--- config.mk ---
export PLATFORM = sky130hd
export DESIGN_NAME = crc16_packet_deframer
export DESIGN_NICKNAME = d
export VERILOG_FILES = /design/src/rtl/cpd_pkg.sv /design/src/rtl/crc16_packet_deframer.sv
export SDC_FILE = /design/constraint.sdc
export NUM_CORES = 1
export LEC_CHECK = 0
export BUFFER_PORTS_ARGS = -buffer_cell sky130_fd_sc_hd__buf_4
export CAP_MARGIN = 30
export CORE_MARGIN = 4
export CORE_UTILIZATION = 50
export DETAILED_ROUTE_END_ITERATION = 12
export GPL_TIMING_DRIVEN = 0
export PLACE_DENSITY = 0.77
export SETUP_SLACK_MARGIN = 0.1
export SLEW_MARGIN = 20
export SYNTH_ARGS = -nofsm -noshare
export SYNTH_HDL_FRONTEND = slang
export SYNTH_SLANG_ARGS = --single-unit
--- constraint.sdc ---
create_clock -name i_clk -period 13.98 [get_ports i_clk]
set_input_delay 2.097 -clock i_clk [delete_from_list [all_inputs] [get_ports i_clk]]
set_output_delay 2.097 -clock i_clk [all_outputs]
set_load 0.005 [all_outputs]
--- src/rtl/cpd_pkg.sv ---
// Shared definitions for the CRC-16 packet deframer: frame constants, codes,
// the result record and the byte-wide CRC-16 update. No dependencies.
package cpd_pkg;

    localparam int unsigned HEADER_BYTES = 4;
    localparam int unsigned CNT_W        = 9;

    localparam logic [15:0] CRC_INIT = 16'hFFFF;
    localparam logic [15:0] CRC_POLY = 16'h1021;
    localparam logic [15:0] CRC_MSB  = 16'h8000;

    localparam logic [CNT_W-1:0] CNT_MAX = {CNT_W{1'b1}};

    // Header byte positions within a buffer, and the position of the header check.
    localparam logic [CNT_W-1:0] IDX_MAGIC_FIRST  = CNT_W'(0);
    localparam logic [CNT_W-1:0] IDX_MAGIC_SECOND = CNT_W'(1);
    localparam logic [CNT_W-1:0] IDX_MSG_ID       = CNT_W'(2);
    localparam logic [CNT_W-1:0] IDX_LENGTH       = CNT_W'(3);
    localparam logic [CNT_W-1:0] IDX_HDR_CHECK    = CNT_W'(HEADER_BYTES + 1);

    // Configuration register indexes.
    typedef enum logic [1:0] {
        REG_MAGIC_FIRST  = 2'd0,
        REG_MAGIC_SECOND = 2'd1,
        REG_MAX_PAYLOAD  = 2'd2
    } t_reg_index;

    typedef enum logic {
        KIND_PAYLOAD = 1'b0,
        KIND_VERDICT = 1'b1
    } t_kind;

    typedef enum logic [1:0] {
        STATUS_OK       = 2'd0,
        STATUS_FORMAT   = 2'd1,
        STATUS_OVERFLOW = 2'd2,
        STATUS_CRC      = 2'd3
    } t_status;

    typedef struct packed {
        t_kind       kind;
        logic [7:0]  payload_byte;
        logic [7:0]  message_id;
        logic [7:0]  payload_length;
        t_status     status;
    } t_result;

    // One byte through the CRC, MSB first; eight shift steps unrolled.
    function automatic logic [15:0] crc16_byte(input logic [15:0] crc, input logic [7:0] b);
        logic [15:0] c;
        c = crc ^ {b, 8'h00};
        for (int k = 0; k < 8; k++) begin
            if ((c & CRC_MSB) != 16'h0000) begin
                c = {c[14:0], 1'b0} ^ CRC_POLY;
            end else begin
                c = {c[14:0], 1'b0};
            end
        end
        return c;
    endfunction

endpackage

--- src/rtl/crc16_packet_deframer.sv ---
// Throughput: one input beat per cycle unless the input stalls; the frame state and CRC
// update in a single pass, and each result is registered before the master side.
// A skid register behind the result register holds one further result, so the input
// stalls only while two results are waiting on the master side.
// Reset (synchronous, active low) clears the frame state, empties both result registers
// and sets the magic bytes to zero and the payload limit to 255.
// Top level of the CRC-16 packet deframer. Depends on cpd_pkg.
module crc16_packet_deframer
    import cpd_pkg::*;
(
    input  logic        i_clk,
    input  logic        i_rst_n,
    // Configuration writes.
    input  logic        i_cfg_wr_en,
    input  logic [1:0]  i_cfg_index,
    input  logic [7:0]  i_cfg_data,
    // Raw buffer beats.
    input  logic        s_axis_tvalid,
    output logic        s_axis_tready,
    input  logic [7:0]  s_axis_tdata,   // [7:0] rx_byte
    input  logic        s_axis_tlast,   // end_of_buffer
    // Results.
    output logic        m_axis_tvalid,
    input  logic        m_axis_tready,
    output logic [31:0] m_axis_tdata,   // [7:0] payload_byte, [15:8] message_id,
                                        // [23:16] payload_length, [25:24] status
    output logic        m_axis_tuser    // result_kind
);

    logic [7:0] r_magic_first;
    logic [7:0] r_magic_second;
    logic [7:0] r_max_payload;

    logic [CNT_W-1:0] r_byte_count;
    logic [15:0]      r_crc;
    logic             r_magic_ok;
    logic [7:0]       r_msg_id;
    logic [7:0]       r_length;
    logic [7:0]       r_crc_low;
    logic             r_verdict_given;

    logic [CNT_W-1:0] n_byte_count;
    logic [15:0]      n_crc;
    logic             n_magic_ok;
    logic [7:0]       n_msg_id;
    logic [7:0]       n_length;
    logic [7:0]       n_crc_low;
    logic             n_verdict_given;

    t_result r_out;
    t_result r_skid;
    logic    r_out_valid;
    logic    r_skid_valid;

    logic       w_accept;
    logic       w_push;
    logic       w_pop;
    t_result    w_res;
    logic [CNT_W-1:0] w_body;
    logic       w_len_ok;
    logic       w_forward;

    assign s_axis_tready = !r_skid_valid;
    assign w_accept      = s_axis_tvalid && s_axis_tready;
    assign w_pop         = r_out_valid && m_axis_tready;

    // Configuration registers.
    always_ff @(posedge i_clk) begin
        if (!i_rst_n) begin
            r_magic_first  <= 8'h00;
            r_magic_second <= 8'h00;
            r_max_payload  <= 8'hFF;
        end else if (i_cfg_wr_en) begin
            unique case (i_cfg_index)
                REG_MAGIC_FIRST:  r_magic_first  <= i_cfg_data;
                REG_MAGIC_SECOND: r_magic_second <= i_cfg_data;
                REG_MAX_PAYLOAD:  r_max_payload  <= i_cfg_data;
                default: ;
            endcase
        end
    end

    // Frame tracking for one beat. The header fields take effect in the same beat
    // that carries them, so the body end is computed from the updated length.
    always_comb begin
        n_byte_count    = r_byte_count;
        n_crc           = r_crc;
        n_magic_ok      = r_magic_ok;
        n_msg_id        = r_msg_id;
        n_length        = r_length;
        n_crc_low       = r_crc_low;
        n_verdict_given = r_verdict_given;
        w_push          = 1'b0;
        w_res.kind           = KIND_PAYLOAD;
        w_res.payload_byte   = 8'h00;
        w_res.status         = STATUS_OK;

        if ((r_byte_count == IDX_MAGIC_FIRST) && (s_axis_tdata != r_magic_first)) begin
            n_magic_ok = 1'b0;
        end
        if ((r_byte_count == IDX_MAGIC_SECOND) && (s_axis_tdata != r_magic_second)) begin
            n_magic_ok = 1'b0;
        end
        if (r_byte_count == IDX_MSG_ID) begin
            n_msg_id = s_axis_tdata;
        end
        if (r_byte_count == IDX_LENGTH) begin
            n_length = s_axis_tdata;
        end

        w_body   = CNT_W'(HEADER_BYTES) + {1'b0, n_length};
        w_len_ok = (n_length <= r_max_payload);

        if (r_byte_count < w_body) begin
            n_crc = crc16_byte(r_crc, s_axis_tdata);
        end
        if (r_byte_count == w_body) begin
            n_crc_low = s_axis_tdata;
        end

        w_forward = (r_byte_count >= CNT_W'(HEADER_BYTES)) && (r_byte_count < w_body)
                    && n_magic_ok && w_len_ok;

        if ((r_byte_count == IDX_HDR_CHECK) && (!n_magic_ok || !w_len_ok)) begin
            w_push          = 1'b1;
            n_verdict_given = 1'b1;
            w_res.kind      = KIND_VERDICT;
            w_res.status    = n_magic_ok ? STATUS_OVERFLOW : STATUS_FORMAT;
        end else if (r_byte_count == w_body + CNT_W'(1)) begin
            w_push          = 1'b1;
            n_verdict_given = 1'b1;
            w_res.kind      = KIND_VERDICT;
            w_res.status    = ({s_axis_tdata, r_crc_low} == r_crc) ? STATUS_OK : STATUS_CRC;
        end else if (s_axis_tlast) begin
            // Short or truncated buffer.
            w_push          = 1'b1;
            n_verdict_given = 1'b1;
            w_res.kind      = KIND_VERDICT;
            w_res.status    = STATUS_FORMAT;
        end else if (w_forward) begin
            w_push             = 1'b1;
            w_res.payload_byte = s_axis_tdata;
        end

        if (r_byte_count != CNT_MAX) begin
            n_byte_count = r_byte_count + CNT_W'(1);
        end

        w_res.message_id     = n_msg_id;
        w_res.payload_length = n_length;

        // Once a verdict is out, beats are dropped until the end of the buffer.
        if (r_verdict_given) begin
            n_byte_count    = r_byte_count;
            n_crc           = r_crc;
            n_magic_ok      = r_magic_ok;
            n_msg_id        = r_msg_id;
            n_length        = r_length;
            n_crc_low       = r_crc_low;
            n_verdict_given = r_verdict_given;
            w_push          = 1'b0;
        end
    end

    always_ff @(posedge i_clk) begin
        if (!i_rst_n || (w_accept && s_axis_tlast)) begin
            r_byte_count    <= '0;
            r_crc           <= CRC_INIT;
            r_magic_ok      <= 1'b1;
            r_msg_id        <= 8'h00;
            r_length        <= 8'h00;
            r_crc_low       <= 8'h00;
            r_verdict_given <= 1'b0;
        end else if (w_accept) begin
            r_byte_count    <= n_byte_count;
            r_crc           <= n_crc;
            r_magic_ok      <= n_magic_ok;
            r_msg_id        <= n_msg_id;
            r_length        <= n_length;
            r_crc_low       <= n_crc_low;
            r_verdict_given <= n_verdict_given;
        end
    end

    // Result register with a skid stage behind it.
    always_ff @(posedge i_clk) begin
        if (!i_rst_n) begin
            r_out_valid  <= 1'b0;
            r_skid_valid <= 1'b0;
        end else if (r_skid_valid) begin
            if (w_pop || !r_out_valid) begin
                r_out_valid  <= 1'b1;
                r_skid_valid <= 1'b0;
            end
        end else if (w_accept && w_push) begin
            if (!r_out_valid || w_pop) begin
                r_out_valid <= 1'b1;
            end else begin
                r_skid_valid <= 1'b1;
            end
        end else if (w_pop) begin
            r_out_valid <= 1'b0;
        end
    end

    always_ff @(posedge i_clk) begin
        if (r_skid_valid) begin
            if (w_pop || !r_out_valid) begin
                r_out <= r_skid;
            end
        end else if (w_accept && w_push) begin
            if (!r_out_valid || w_pop) begin
                r_out <= w_res;
            end else begin
                r_skid <= w_res;
            end
        end
    end

    assign m_axis_tvalid = r_out_valid;
    assign m_axis_tuser  = r_out.kind;
    assign m_axis_tdata  = {6'b0, r_out.status, r_out.payload_length,
                            r_out.message_id, r_out.payload_byte};

    // The skid stage only ever holds a beat behind a full result register.
    a_skid_behind_out: assert property (@(posedge i_clk) disable iff (!i_rst_n)
        r_skid_valid |-> r_out_valid)
        else $error("skid register holds a beat while the result register is empty");

    // No result is produced between a verdict and the end of its buffer.
    a_quiet_after_verdict: assert property (@(posedge i_clk) disable iff (!i_rst_n)
        (w_accept && r_verdict_given) |-> !w_push)
        else $error("result produced after the verdict of this buffer");

    // The last beat of a buffer restarts the frame.
    a_restart_on_last: assert property (@(posedge i_clk) disable iff (!i_rst_n)
        (w_accept && s_axis_tlast) |=> (r_byte_count == '0 && !r_verdict_given))
        else $error("frame state not cleared after the end of a buffer");

    // A verdict that does not end the buffer closes it until its last beat.
    a_verdict_once: assert property (@(posedge i_clk) disable iff (!i_rst_n)
        (w_accept && w_push && w_res.kind == KIND_VERDICT && !s_axis_tlast)
        |=> r_verdict_given)
        else $error("verdict given but not recorded");

endmodule
==> results of run 1 <==
## area by class of cell
type                    count  area, µm²
clock inverters            15      187.7
fillers                  1125       5179
multi-input cells         475       3455
well taps                 176      220.2
repair buffers             53      421.7
inverters                  23      86.33
flip-flops and latches    131       3163
clock buffers              17      425.4
plain buffers              47      210.2
## sequential cells by signal (all words and copies together), names as in the netlist, 9 cells and up
name and count:
m_axis_tdata 26, r_byte_count 9, r_crc 16, r_skid 27
## cell usage after synthesis, types with 2 or more instances
cell / n
ha_1: 23
mux2i_1: 41
nand3b_1: 2
a21oi_1: 14
nand2_1: 63
a21boi_0: 2
buf_2: 3
a22o_1: 8
edfxtp_1: 54
nand4_1: 10
mux2_2: 30
and2_1: 10
dfxtp_1: 77
buf_4: 6
o211ai_1: 26
xor2_1: 45
nor2_1: 47
xnor2_1: 28
nor3_1: 6
or4_1: 2
nor4_1: 13
a211oi_1: 3
clkbuf_1: 32
or3_1: 3
nand3_1: 13
o31ai_1: 4
and3b_1: 2
nor2b_1: 25
buf_1: 5
o21ai_0: 10
and3_1: 3
nor3b_1: 4
o211a_1: 3
o21a_1: 3
a31oi_1: 2
o22ai_1: 2
inv_1: 23
## layer usage
layer,wire length [µm],vias up,GRT usage [%]
met4,476,0,10.20
met3,1338,38,5.800
met2,7730,201,33.66
li1,-,2517,-
met5,0,-,0
met1,7234,2496,27.41
## worst max-delay path, cell delays in order
cell	delay [ns]
buf_4	0.14
clkbuf_1	0.67
a21oi_1	0.35
inv_1	0.17
ha_1	0.16
clkbuf_1	0.37
nand3_1	0.18
xnor2_1	0.20
o21ai_0	0.45
ha_1	0.36
o21ai_0	0.09
a21oi_1	0.08
a221oi_1	0.61
and3_1	0.26
o21ai_1	0.17
nor3b_2	0.66
buf_4	0.32
buf_6	0.17
## path summary, 6_finish.rpt
kind / slack (ns) / end / start / cells past startpoint
max: 6.61 / r_skid[4] / s_axis_tdata[2] / 18
min: 0.49 / r_msg_id[1] / r_msg_id[1] / 2
max reg2reg: 7.19 / r_skid[4] / r_byte_count[1] / 20
min reg2reg: 0.49 / r_msg_id[1] / r_msg_id[1] / 2
## power groups by stage
stage / clock network [mW] / registers [mW] / logic (mW)
after floorplan: 0 / 0.430 / 0.0752
after global placement: 0 / 0.430 / 0.108
after detailed placement: 0 / 0.431 / 0.113
after CTS: 0.463 / 0.423 / 0.114
after global routing: 0.480 / 0.424 / 0.126
final: 0.459 / 0.423 / 0.115
## kinds of logic after synthesis
| group | after synthesis | synth area share, % |
|---|---|---|
| buffers and inverters | 70 | 4.314 |
| muxes | 71 | 10.88 |
| AOI/OAI and AO/OA | 91 | 9.629 |
| DFF | 131 | 46.01 |
| adders and majority gates | 23 | 4.186 |
| and+or+nand+nor | 210 | 15.27 |
| other | 1 | 0.05455 |
| xor gates and xnor gates | 74 | 9.647 |
## stage by stage
stage / setup WS, ns / area, µm²
CTS: 6.696 / 8169
global placement: 4.600 / 7481
global route: 6.343 / 8169
detailed placement: 6.272 / 7556
floorplan: 6.793 / 6893
finish: 6.609 / 8169
==> metrics.md, run 1 <==
| Metric | Value |
|---|---|
| Area grow syn2layout | `18.84%` |
| Outcome | `complete, no violations` |
| Pwr Total | `0.9975 mW` |
| Worst-Margin Slew | `0.8817 ns` |
| Final period util | `52.73%` |
| Async set-reset flop share out of synthesis | `0%` |
| Fin. Hold Viols | `0` |
| TNS Setup | `0 ns` |
| Die footprint | `15,690 µm²` |
| Fin cells | `937` |
| Hold WS | `0.4898 ns` |
| Post-Syn Area | `6874 µm²` |
| RSZ-0062 raised after global routing | `no` |
| Ys flop type | `dfxtp_1` |
| Crit path DAT | `7.51 ns` |
| Number of diodes | `0` |
| HP Class | `reg2reg` |
| Antenna violations before repair | `0` |
| Hold_buf cts | `0` |
| Layout Nets | `795` |
| Final setup fails | `0` |
| Mean Syn Cell Area | `10.24 µm²` |
| Max FO, Critical Path | `10` |
| Setup Crit Path Kind | `in2reg` |
| Maximum vdd drop | `0.06850 mV` |
| Detailed-route via count | `5,252` |
| Latest clock arrival within the worst-skew pair | `0.42 ns` |
| GR Overflow Total | `0` |
| DR WL/cell | `17.91 µm` |
| Min Tclk post-route | `7.371 ns` |
| Largest net degree at the start of global routing | `28` |
| Pre-antenna DRT Iters | `5` |
| TritonCTS clock tree | `yes` |
| Clock power frac | `46.1%` |
| Pins Over Slew Limit | `0` |
| Worst Path Required | `14.11 ns` |
| Initial Util | `51.50%` |
| Top cells by area, synth | `edfxtp_1 (24%), dfxtp_1 (22%), mux2i_1 (6.0%)` |
| CTS Buf Count | `17` |
| Combinational fraction of design power | `11.5%` |
| Routed wire length | `16,780 µm` |
| CORE AREA | `13,350 µm²` |
| Clock Skew | `0.006323 ns` |
| Worst-path clk slew | `0.05 ns` |
| Sw frac | `24.02%` |
| Headroom to the max-slew limit | `41.22%` |
| Die span in y | `125.3 µm` |
| Clock sinks | `131` |
| Fmax | `135.7 MHz` |
| GP Congestion | `0.9573` |
| Hpwl dp | `12,230 µm` |
| Vias in the first global route | `5,186` |
| Commonest non-fill, non-tap cells in the layout | `dfxtp_1 (77), nand2_1 (63), buf_4 (57), edfxtp_1 (54), nor2_1 (47)` |
| Port Buf Inserts | `49` |
| P_sw | `0.2396 mW` |
| Top-area cell type share of the netlist area | `23.59%` |
| Post_cts resized | `0` |
| Drc violations | `0` |
| Commonest non-fill, non-tap cell in the layout | `dfxtp_1` |
| Core Util, Final | `61.20%` |
| Crit path capture type | `register` |
| Int Power | `0.7578 mW` |
| Register area share after synthesis | `46.01%` |
| Top Ports | `59` |
| Kind of start point of the critical path | `input port` |
| Pwr dens | `122.1 nW/µm²` |
| Max-cap viol count | `0` |
| Number of cells after detailed placement | `905` |
| Antenna Nets Post-Route | `0` |
| Share of cells above drive strength 1 | `17.21%` |
| Seq pwr share | `42.4%` |
| H-tree depth | `4` |
| First-pass GRT wire length | `26,510 µm` |
| Synth Register Bits | `131` |
| Pleak | `3.363 nW` |
| Post-synth EDFFs | `54` |
| Die X | `125.3 µm` |
| DRT iter0 DRCs | `408` |
| Cell variety after synth | `61` |
| Post-synth top area cell | `edfxtp_1` |
| Row cnt | `42` |
| DR vias/cell | `5.605` |
| Total GRT Usage | `21.38%` |
| Clock root buffer | `clkbuf_16` |
| Post-CTS setup buffer count | `0` |
| Yosys warnings | `0` |
| Clk buf depth | `2` |
| Mapped Cells | `671` |
Power figures use the tool's default switching activity.
==> inputs of run 2 (changes only) <==
clock period = 6.8 ns   (was 13.98 ns; I/O delays follow)
==> run 2 against run 1 <==
Compared with the run above: sequential power increased by 110%; hold slack improved by 0.0027 ns; flip-flop and latch count unchanged; combinational power increased by 110%; final area increased by 0.25%; global-route usage unchanged; register-to-register slack got worse by 6.5 ns; largest cell class unchanged; non-clock buffer count increased by 1; critical endpoint is now r_skid[5]; cell count increased by 0.11%; via count increased by 0.69%.
==> metrics.md, run 2 (synthesis results as in run 1) <==
| Metric | Value |
|---|---|
| Outcome | `complete, no violations` |
| Clock sinks | `131` |
| Maximum vdd drop | `0.1409 mV` |
| Clk buf depth | `2` |
| Headroom to the max-slew limit | `41.79%` |
| DR WL/cell | `17.91 µm` |
| Pwr dens | `250.4 nW/µm²` |
| GR Overflow Total | `0` |
| Hold depth | `2` |
| Crit path largest cell delay | `0.58 ns` |
| CP max-delay cell | `or4b_1` |
| DR vias/cell | `5.638` |
| Most flop-heavy register | `r_skid` |
| Number of cells after detailed placement | `905` |
| Worst Path Required | `6.93 ns` |
| Vias in the first global route | `5,186` |
| Fin cells | `938` |
| Pre-antenna DRT Iters | `5` |
| Row cnt | `42` |
| Pleak | `3.370 nW` |
| Area grow syn2layout | `19.13%` |
| WP depth | `20` |
| Setup Crit Path Kind | `reg2reg` |
| Detailed-route via count | `5,288` |
| Largest net degree at the start of global routing | `28` |
| Die X | `125.3 µm` |
| CTS Buf Count | `17` |
| TritonCTS clock tree | `yes` |
| Drc violations | `0` |
| Antenna Nets Post-Route | `0` |
| Share of cells above drive strength 1 | `17.45%` |
| Die footprint | `15,690 µm²` |
| Clock root buffer | `clkbuf_16` |
| Die span in y | `125.3 µm` |
| Max FFs per register | `27` |
| Routed wire length | `16,800 µm` |
| Commonest non-fill, non-tap cell in the layout | `dfxtp_1` |
| Layout Nets | `796` |
| Fmax | `163.2 MHz` |
| HP Class | `reg2reg` |
| CORE AREA | `13,350 µm²` |
| H-tree depth | `4` |
| Kind of start point of the critical path | `register` |
| Hpwl dp | `12,230 µm` |
| CP dominant cell by count | `ha_1` |
| Core Util, Final | `61.35%` |
| Total GRT Usage | `21.38%` |
| CP Cell Sequence | `ha_1 > or4b_1 > nor2_1 > buf_2 > nand2_1 > nand2_1 > ha_1 > clkbuf_1 > nand3_1 > xnor2_1 > o21ai_0 > ha_1 > o21ai_0 > a21oi_1 > a221oi_2 > and3_1 > o21ai_1 > nor3b_4 > buf_4 > buf_6` |
| RSZ-0062 raised after global routing | `no` |
| Initial Util | `51.50%` |
| Top Ports | `59` |
| Port Buf Inserts | `49` |
| Hold_buf cts | `0` |
| Max-cap viol count | `0` |
| Clock Skew | `0.005837 ns` |
| Worst-Margin Slew | `0.8731 ns` |
| Fillers | `1,116` |
| Top delay family on crit path | `simple AND/OR/NAND/NOR gates` |
| DRT iter0 DRCs | `468` |
| Worst reg-to-reg path cell count | `20` |
| Commonest non-fill, non-tap cells in the layout | `dfxtp_1 (77), nand2_1 (63), buf_4 (58), edfxtp_1 (54), nor2_1 (47)` |
| Min Tclk post-route | `6.129 ns` |
| Final setup fails | `0` |
| Number of diodes | `0` |
| Latest clock arrival within the worst-skew pair | `0.42 ns` |
| Final period util | `90.13%` |
| GP Congestion | `0.9573` |
| Crit path DAT | `6.26 ns` |
| Antenna violations before repair | `0` |
| Max FO, Critical Path | `10` |
| First-pass GRT wire length | `26,510 µm` |
| Crit path capture type | `register` |
| Worst-path clk slew | `0.06 ns` |
| Pins Over Slew Limit | `0` |
| WP buf/inv | `4` |
| Fin. Hold Viols | `0` |
-- run 2: changes by cell type in the layout (fill, tap and decap cells not counted) --
cell	change
nor3b_2	-1
nor3b_4	+1
a221oi_2	+1
buf_4	+1
a221oi_1	-1
-- run 2: where the power goes --
group	internal, mW	total (mW)	leakage, nW	switching, mW
logic	0.101	0.238	1.95	0.137
registers	0.850	0.869	1.13	0.0193
clock network	0.608	0.943	0.296	0.335
total	1.56	2.05	3.37	0.492
-- run 2: cell type report --
type	count	area, µm²	area share (%)
Inverter	23	86.33	1.054
Sequential cell	131	3163	38.62
Buffer	47	210.2	2.567
Clock buffer	17	425.4	5.195
Timing Repair Buffer	54	429.2	5.241
Clock inverter	15	187.7	2.292
Multi-Input combinational cell	475	3467	42.34
Tap cell	176	220.2	2.689
-- run 2: worst paths after layout --
| check | start | end | slack (ns) |
|---|---|---|---|
| hold / removal | r_msg_id[1] | r_msg_id[1] | 0.49 |
| setup reg to reg | r_byte_count[1] | r_skid[5] | 0.67 |
| setup / recovery | r_byte_count[1] | r_skid[5] | 0.67 |
| hold reg to reg | r_msg_id[1] | r_msg_id[1] | 0.49 |
-- run 2: timing repair --
action	CTS	global route
setup endpoints to repair	0	27
setup buffers	0	1
gates resized for setup	0	2
-- run 2: layer usage --
layer / GRT usage, % / wire [µm] / vias to the layer above
met3: 5.800 / 1266 / 41
met4: 10.20 / 519 / 0
met5: 0 / 0 / -
li1: - / - / 2533
met1: 27.41 / 7280 / 2530
met2: 33.66 / 7733 / 184
-- run 2: tightest hold or removal path: stages, from the launching register on --
cell and delay (ns):
dfxtp_1 0.32, mux2i_1 0.07, nor2_1 0.07
-- run 2: through the flow --
| stage | area, µm² | hold slack, ns | TNS (ns) | setup slack, ns | power, mW |
|---|---|---|---|---|---|
| 6_report | 8189 | 0.4924 | 0 | 0.6712 | 2.050 |
| 5_1_grt | 8189 | 0.5215 | 0 | 0.3806 | 2.118 |
| 4_1_cts | 8169 | 0.4926 | 0 | 0.1123 | 2.057 |
| 3_3_place_gp | 7481 | 0.4481 | -54.06 | -1.531 | 1.106 |
| 3_5_place_dp | 7556 | 0.4787 | 0 | 0.1431 | 1.118 |
| 2_1_floorplan | 6893 | 0.4374 | 0 | 0.4039 | 1.038 |
==> inputs of run 3 (changes only) <==
clock period = 6.4 ns   (was 6.8 ns; I/O delays follow)
==> run 3 against run 2 <==
Compared with the run above: largest cell class unchanged; critical path type unchanged; non-clock buffer count increased by 1; sequential power increased by 6.3%; critical path depth unchanged; first-iteration DRC count increased by 2.8%; global-route usage increased by 0.44 points.
==> metrics.md, run 3 (synthesis results as in run 1) <==
| Metric | Value |
|---|---|
| Outcome | `complete, no violations` |
| R2R Setup Slk | `0.35 ns` |
| Top Ports | `59` |
| Fillers | `1,101` |
| TNS Setup | `0 ns` |
| Setup ws final | `0.3534 ns` |
| Pins Over Slew Limit | `0` |
| Share of cells above drive strength 1 | `17.56%` |
| Initial Util | `51.50%` |
| Worst Path Required | `6.53 ns` |
| Antenna violations before repair | `0` |
| Total GRT Usage | `21.82%` |
| Worst setup endpoint | `r_skid[2]` |
| DR vias/cell | `5.681` |
| H-tree depth | `4` |
| Multi-input logic area | `3470 µm²` |
| Detailed-route via count | `5,334` |
| Clock root buffer | `clkbuf_16` |
| Area grow syn2layout | `18.80%` |
| Crit path DAT | `6.18 ns` |
| Setup Crit Path Kind | `reg2reg` |
| Die footprint | `15,690 µm²` |
| Register Area | `3163 µm²` |
| Commonest non-fill, non-tap cell in the layout | `dfxtp_1` |
| Maximum vdd drop | `0.1612 mV` |
| Clk buf depth | `2` |
| Worst-path clk slew | `0.05 ns` |
| Hold_buf cts | `0` |
| Hold WS | `0.4862 ns` |
| DR WL/cell | `17.90 µm` |
| CTS Buf Count | `17` |
| Latest clock arrival within the worst-skew pair | `0.43 ns` |
| Antenna Nets Post-Route | `0` |
| Headroom to the max-slew limit | `38.81%` |
| Die X | `125.3 µm` |
| Min Tclk post-route | `6.047 ns` |
| Top delay family on crit path | `simple AND/OR/NAND/NOR gates` |
| Kind of start point of the critical path | `register` |
| Crit path capture type | `register` |
| GR Overflow Total | `0` |
| Max FO, Critical Path | `10` |
| Most flop-heavy register | `r_skid` |
| Worst reg-to-reg path cell count | `20` |
| Pleak | `3.366 nW` |
| Max FFs per register | `27` |
| GP Congestion | `0.9591` |
| RSZ-0062 raised after global routing | `no` |
| WP depth | `20` |
| Dpl ws | `-0.06612 ns` |
| CP Cell Sequence | `ha_1 > nor4b_1 > nand2_1 > clkbuf_1 > nand2_1 > nand2_1 > ha_1 > clkbuf_2 > nand3_1 > xnor2_1 > o21ai_0 > ha_1 > o21ai_0 > a21oi_1 > a221oi_2 > and3_1 > o21ai_1 > nor3b_4 > buf_6 > buf_6` |
| Final period util | `94.48%` |
| Largest net degree at the start of global routing | `28` |
| Routed wire length | `16,810 µm` |
| HP Class | `reg2reg` |
| DRT iter0 DRCs | `481` |
| Hpwl dp | `12,170 µm` |
| Fin. Hold Viols | `0` |
| Max-cap viol count | `0` |
| Commonest non-fill, non-tap cells in the layout | `dfxtp_1 (77), nand2_1 (63), buf_4 (58), edfxtp_1 (54), nor2_1 (46)` |
| TritonCTS clock tree | `yes` |
| Reg2reg start | `r_byte_count[1]` |
| Drc violations | `0` |
| Layout Nets | `797` |
| Pre-antenna DRT Iters | `5` |
| CORE AREA | `13,350 µm²` |
| End of the worst register-to-register path | `r_skid[2]` |
| WP buf/inv | `4` |
| Worst-Margin Slew | `0.9178 ns` |
| Port Buf Inserts | `49` |
| Row cnt | `42` |
| CP max-delay cell | `nor4b_1` |
| Vias in the first global route | `5,258` |
| Clock sinks | `131` |
| Fmax | `165.4 MHz` |
| Critical Path Start | `r_byte_count[1]` |
| Clock Skew | `0.006625 ns` |
| Pwr dens | `259.9 nW/µm²` |
| Die span in y | `125.3 µm` |
| First-pass GRT wire length | `26,950 µm` |
| Number of diodes | `0` |
| Crit path largest cell delay | `0.69 ns` |
| Final setup fails | `0` |
-- run 3: cell count changes in the layout (fill, tap and decap cells not counted), sizes merged --
cell,delta
inv,-1
bufinv,-1
buf,+1
clkinvlp,-1
clkbuf,+3
-- run 3: worst min-delay path, cell delays in order (launching register included) --
cell and delay (ns):
dfxtp_1 0.33, a21oi_1 0.05, nor2_1 0.07
-- run 3: power breakdown --
group	switching [mW]	leakage (nW)	internal, mW
Sequential	0.0205	1.13	0.903
Clock	0.341	0.282	0.605
Combinational	0.147	1.96	0.107
-- run 3: layout make-up --
cell class	instances	area share, %
Multi-Input combinational cell	475	42.49
Sequential cell	131	38.73
Timing Repair Buffer	55	5.393
Clock buffer	20	5.347
Tap cell	176	2.696
Buffer	47	2.589
Clock inverter	12	1.701
Inverter	23	1.057
-- run 3: worst min-delay path by stage --
stage	from	to	slack (ns)	depth (start not counted)
final	r_verdict_given	r_verdict_given	0.49	2
after global routing	r_crc[13]	r_crc[13]	0.51	2
after floorplan	r_verdict_given	r_verdict_given	0.44	2
after CTS	r_verdict_given	r_verdict_given	0.49	2
after global placement	r_verdict_given	r_verdict_given	0.45	2
after detailed placement	r_verdict_given	r_verdict_given	0.48	2
-- run 3: per-layer routing --
layer	GRT usage, %	part of all wire [%]
met1	27.83	42
met2	34.99	47
met3	6.738	7.9
met4	8.291	2.9
met5	0	0
-- run 3: what timing repair did --
action,in CTS,in global routing
cloned,0,0
resized for setup,1,3
endpoints found under the setup margin,19,27
pin swaps,1,1
setup buffers,0,3
-- run 3: stage by stage --
step           utilization (%)  cell area [µm²]  cells  power [mW]
6_report                 61.18             8167    939       2.123
5_1_grt                  61.18             8167    939       2.202
4_1_cts                  60.99             8140    936       2.134
3_5_place_dp             56.63             7559    904       1.189
3_3_place_gp             56.08             7486    901       1.175
2_1_floorplan                -             6898    676       1.103
